### src/hw/rtl/gradient_edge_magnitude_core_macros.svh
// Assertion macros shared by the edge magnitude RTL.
`ifndef GRADIENT_EDGE_MAGNITUDE_CORE_MACROS_SVH
`define GRADIENT_EDGE_MAGNITUDE_CORE_MACROS_SVH

// Check a consequence in the same cycle as its condition.
`define GEM_ASSERT_SAME(label, cond, prop, msg) \
  label: assert property (@(posedge clk) disable iff (rst) (cond) |-> (prop)) \
    else $error(msg);

// Check a consequence in the cycle after its condition.
`define GEM_ASSERT_NEXT(label, cond, prop, msg) \
  label: assert property (@(posedge clk) disable iff (rst) (cond) |=> (prop)) \
    else $error(msg);

`endif

### src/hw/rtl/gem_pkg.sv
// Types and constants shared by the edge magnitude modules.
package gem_pkg;

  localparam int PIX_W       = 8;
  localparam int REG_W       = 11;
  localparam int GRAD_W      = 9;
  localparam int SQ_W        = 16;
  localparam int SUM_W       = 17;
  localparam int RAD_W       = 18;
  localparam int REM_W       = 12;
  localparam int ROOT_W      = 9;
  localparam int SQRT_STEPS  = 9;
  localparam int PROD_W      = 24;

  localparam logic [REG_W-1:0] WIDTH_RESET  = 11'd640;
  localparam logic [REG_W-1:0] HEIGHT_RESET = 11'd480;

  // Gray weights 0.21, 0.71, 0.07 in unsigned Q0.16
  localparam logic [15:0] COEF_RED   = 16'd13763;
  localparam logic [15:0] COEF_GREEN = 16'd46531;
  localparam logic [15:0] COEF_BLUE  = 16'd4588;

  localparam logic [PIX_W-1:0] LEVEL_MAX = 8'd255;

  typedef enum logic {
    REG_IMAGE_WIDTH  = 1'b0,
    REG_IMAGE_HEIGHT = 1'b1
  } gem_reg_t;

  typedef struct packed {
    logic [PIX_W-1:0] red;
    logic [PIX_W-1:0] green;
    logic [PIX_W-1:0] blue;
    logic             drain;
  } gem_pixel_t;

  typedef struct packed {
    logic [PIX_W-1:0] level;
    logic             last_of_frame;
  } gem_result_t;

  // Result attributes that ride alongside the magnitude datapath
  typedef struct packed {
    logic             border;
    logic             last;
    logic [PIX_W-1:0] center;
  } gem_side_t;

  typedef struct packed {
    logic                     valid;
    gem_side_t                side;
    logic signed [GRAD_W-1:0] g1;
    logic signed [GRAD_W-1:0] g2;
  } gem_grad_t;

  typedef struct packed {
    logic              valid;
    gem_side_t         side;
    logic [RAD_W-1:0]  rad;
    logic [REM_W-1:0]  rem;
    logic [ROOT_W-1:0] root;
  } gem_cell_t;

endpackage

### src/hw/rtl/gem_sqrt_cell.sv
// One digit cell of the pipelined integer square root chain.
module gem_sqrt_cell (
  input  logic               clk,
  input  logic               rst,
  input  logic               advance,
  input  gem_pkg::gem_cell_t cell_in,
  output gem_pkg::gem_cell_t cell_out
);
  import gem_pkg::*;

  logic [REM_W-1:0] rem_shift;
  logic [REM_W-1:0] trial;
  logic             fits;

  // Bring in the next two radicand bits and try the next root digit
  assign rem_shift = {cell_in.rem[REM_W-3:0], cell_in.rad[RAD_W-1 -: 2]};
  assign trial     = {1'b0, cell_in.root, 2'b01};
  assign fits      = rem_shift >= trial;

  // Hand the partial root to the next cell; only the valid bit is reset
  always_ff @(posedge clk) begin
    if (rst) begin
      cell_out.valid <= 1'b0;
    end else if (advance) begin
      cell_out.valid <= cell_in.valid;
    end
    if (advance) begin
      cell_out.side <= cell_in.side;
      cell_out.rad  <= cell_in.rad << 2;
      cell_out.rem  <= fits ? rem_shift - trial : rem_shift;
      cell_out.root <= {cell_in.root[ROOT_W-2:0], fits};
    end
  end

endmodule

### config.mk
export PLATFORM = sky130hd
export DESIGN_NAME = gem_sqrt_cell
export DESIGN_NICKNAME = d
export VERILOG_FILES = /design/src/hw/rtl/gradient_edge_magnitude_core_macros.svh /design/src/hw/rtl/gem_pkg.sv /design/src/hw/rtl/gem_sqrt_cell.sv
export SDC_FILE = /design/constraint.sdc
export NUM_CORES = 1
export LEC_CHECK = 0
export ABC_CLOCK_PERIOD_IN_PS = 2110
export BUFFER_PORTS_ARGS = -buffer_cell sky130_fd_sc_hd__buf_2
export CAP_MARGIN = 20
export CORE_MARGIN = 2
export CORE_UTILIZATION = 42
export CTS_CLUSTER_DIAMETER = 150
export DETAILED_ROUTE_END_ITERATION = 8
export PLACE_DENSITY = 0.84
export SETUP_SLACK_MARGIN = 0.4
export SLEW_MARGIN = 20
export SYNTH_ARGS = -nofsm -noshare
export SYNTH_HDL_FRONTEND = slang
export SYNTH_SLANG_ARGS = --single-unit
### constraint.sdc
create_clock -name clk -period 2.11 [get_ports clk]
set_clock_uncertainty 0.05 [all_clocks]
set_input_delay 0.3165 -clock clk [delete_from_list [all_inputs] [get_ports clk]]
set_output_delay 0.3165 -clock clk [all_outputs]
set_load 0.01 [all_outputs]
==> summary.md <==
| Metric | Value |
|---|---|
| Commonest cells in the netlist | edfxtp_1, inv_1, ha_1 |
| Io pins | 103 |
| Cell variety after synth | 38 |
| Asr flop ratio synth | 0 |
| Setup CP Type | in -> reg |
| Ant diodes | 0 |
| Hold Vio Cnt, Final | 0 |
| # setup viols final | 0 |
| Congestion Overflow GR | 0 |
| Synth top area share | 0.629 |
| Die height | 77.1 microns |
| Power per cell area | 733 nW/um^2 |
| Total global-route track usage | 0.170 |
| Largest registers | cell_out x48 |
| Area growth syn-to-layout | 45.4% |
| Worst-skew pair later-pin latency | 0.29 ns |
| CTS tree | yes |
| DRC viols | 0 |
| Final net count | 341 |
| Syn avg cell area | 14.0 sq um |
| Core ar. | 5140 sq um |
| Routability cong. | 0.778 |
| Routed len/inst | 14.6 microns |
| Share of layout cells above drive strength 1 | 0.561 |
| Fin cells | 348 |
| Final Slew Violations | 0 |
| Leakage | 1.42 nW |
| Most common cell in the netlist | edfxtp_1 |
| Largest reg by FF count | cell_out |
| Post-synth EDFFs | 47 |
| Yosys top cell by area | edfxtp_1 |
| DRT Wirelength | 5060 microns |
| Tmin final | 1.84 ns |
| Cell area after synthesis | 2240 sq um |
| Clock buffer depth | 2 |
| Post-route clock period utilization | 0.871 |
| WP data required | 2.18 ns |
| 1st-pass router iterations | 4 |
| Top FF cell, synth | edfxtp_1 |
| # port buffers | 98 |
| Starting density of the core | 0.436 |
| Crit end category | flop |
| RSZ-0062 raised after global routing | yes |
| Placed Cells | 335 |
| H-tree depth | 2 |
| CTS sink cnt | 48 |
| Initial antenna violation count | 0 |
| Startpoint Class | primary input |
| Seq cells post-synth | 48 |
| Warnings, synthesis | 0 |
| Max IR drop VDD | 0.298 mV |
| Root buf cell | clkbuf_8 |
| Num rows | 26 |
| Post-synthesis sequential area ratio | 0.638 |
| Vias | 1685 |
| Fmax | 544 MHz |
| Final core occ | 0.634 |
| DIE WIDTH | 77.1 microns |
| Number of max-cap violations | 0 |
| Final setup margin | 0.273 ns |
| Post-Synthesis Cells | 160 |
| Synth top area cells | edfxtp_1, ha_1, mux2_4 |
| Pre-CTS setup slack | -0.0778 ns |
| Die area | 5940 sq um |
| CTS clock-pin slew for the worst setup and hold paths | 0.08 ns |
| Final HPWL DP | 3870 microns |
| Vias in the first global route | 1669 |
| Largest net degree at the start of global routing | 49 |
| Antenna Nets Post-Route | 0 |
| Max reg flops | 48 |
| Global-route wire length before repair | 7810 microns |
| Critical Path Fanout Max | 5 |
| Hold_buf cts | 0 |
| Vias per cell | 4.84 |
| Hold Path Class | in -> reg |
| Status | finished clean |
| TritonCTS Buffers | 5 |
| WP data arrival | 1.91 ns |
| DR iter-0 viols | 75 |
cell type report:
cell class              count  area, sq um
fillers                   384         1880
flip-flops and latches     48         1430
multi-input cells          94          916
repair buffers            113          644
well taps                  70         87.6
clock buffers               5         68.8
inverters                  15         68.8
clock inverters             3         42.5
per-stage QoR:
step / power, mW / cell area (sq um) / TNS, ns / hold slack, ns
3_3_place_gp: 1.67 / 2940 / -0.154 / 0.426
2_1_floorplan: 1.48 / 2290 / 0 / 0.339
3_5_place_dp: 1.70 / 2940 / -0.488 / 0.426
6_report: 2.39 / 3260 / 0 / 0.118
5_1_grt: 2.49 / 3260 / 0 / 0.129
4_1_cts: 2.35 / 3090 / 0 / 0.113
repair_timing:
action	CTS	global route
pin swaps	0	10
resized for setup	6	28
hold endpoints to repair	0	0
buffers inserted	1	4
endpoints found under the setup margin	11	13
cell families (layout without fill, tap and decap cells):
| kind of cell | count (synthesis) | count (layout) | share of synthesized area |
|---|---|---|---|
| compound gates | 38 | 38 | 0.118 |
| fa+ha+maj | 11 | 11 | 0.0614 |
| flops | 48 | 48 | 0.638 |
| mux | 7 | 7 | 0.0446 |
| buf+inv | 19 | 136 | 0.0374 |
| xor+xnor | 6 | 6 | 0.0234 |
| other cells | 1 | 2 | 0.00167 |
| simple gates | 30 | 30 | 0.0753 |
final timing paths:
path	start	end	slack, ns	cells past startpoint
setup / recovery	cell_in[9]	cell_out[19]$_DFFE_PP_	0.27	7
hold / removal	rst	cell_out[49]$_SDFFE_PP0P_	0.12	2
setup reg to reg	cell_out[49]$_SDFFE_PP0P_	cell_out[49]$_SDFFE_PP0P_	1.48	2
hold reg to reg	cell_out[49]$_SDFFE_PP0P_	cell_out[49]$_SDFFE_PP0P_	0.45	2
metal layers:
metal,GRT usage,part of all wire
met5,0,0
met4,0.0696,0.020
met3,0.0506,0.080
met2,0.320,0.51
met1,0.175,0.39
power by group:
| group | switching (mW) | internal [mW] | total (mW) |
|---|---|---|---|
| clock network | 0.296 | 0.351 | 0.647 |
| logic | 0.281 | 0.285 | 0.566 |
| registers | 0.0218 | 1.15 | 1.18 |
| total | 0.599 | 1.79 | 2.39 |
worst max-delay path: stages:
cell	delay, ns
buf_8	0.11
ha_4	0.25
nor2b_4	0.12
o31a_1	0.30
o31a_1	0.34
o21a_1	0.20
o31ai_4	0.27
placed cells by master, fill, tap and decap left out, types with 2 or more instances in the layout:
cell type,netlist,layout
buf_2,0,94
edfxtp_1,47,47
buf_4,2,14
inv_1,14,11
ha_4,0,8
a21oi_1,10,7
mux2_4,6,6
o21a_1,5,5
clkbuf_8,0,5
nand2_1,5,4
nor2_1,5,4
nor3_1,7,4
a21o_1,3,3
a21oi_2,0,3
nand3_1,3,3
xor2_1,3,3
xnor2_1,3,3
buf_6,0,3
inv_4,0,2
nor2b_1,3,2
o21ai_2,0,2
o31a_1,2,2
nor3_2,0,2
o211ai_1,2,2
o31ai_2,0,2
o21ai_0,3,2
nor3b_1,2,2
ha_1,11,2
conb_1,1,2
(Power assumes the default switching activity.)
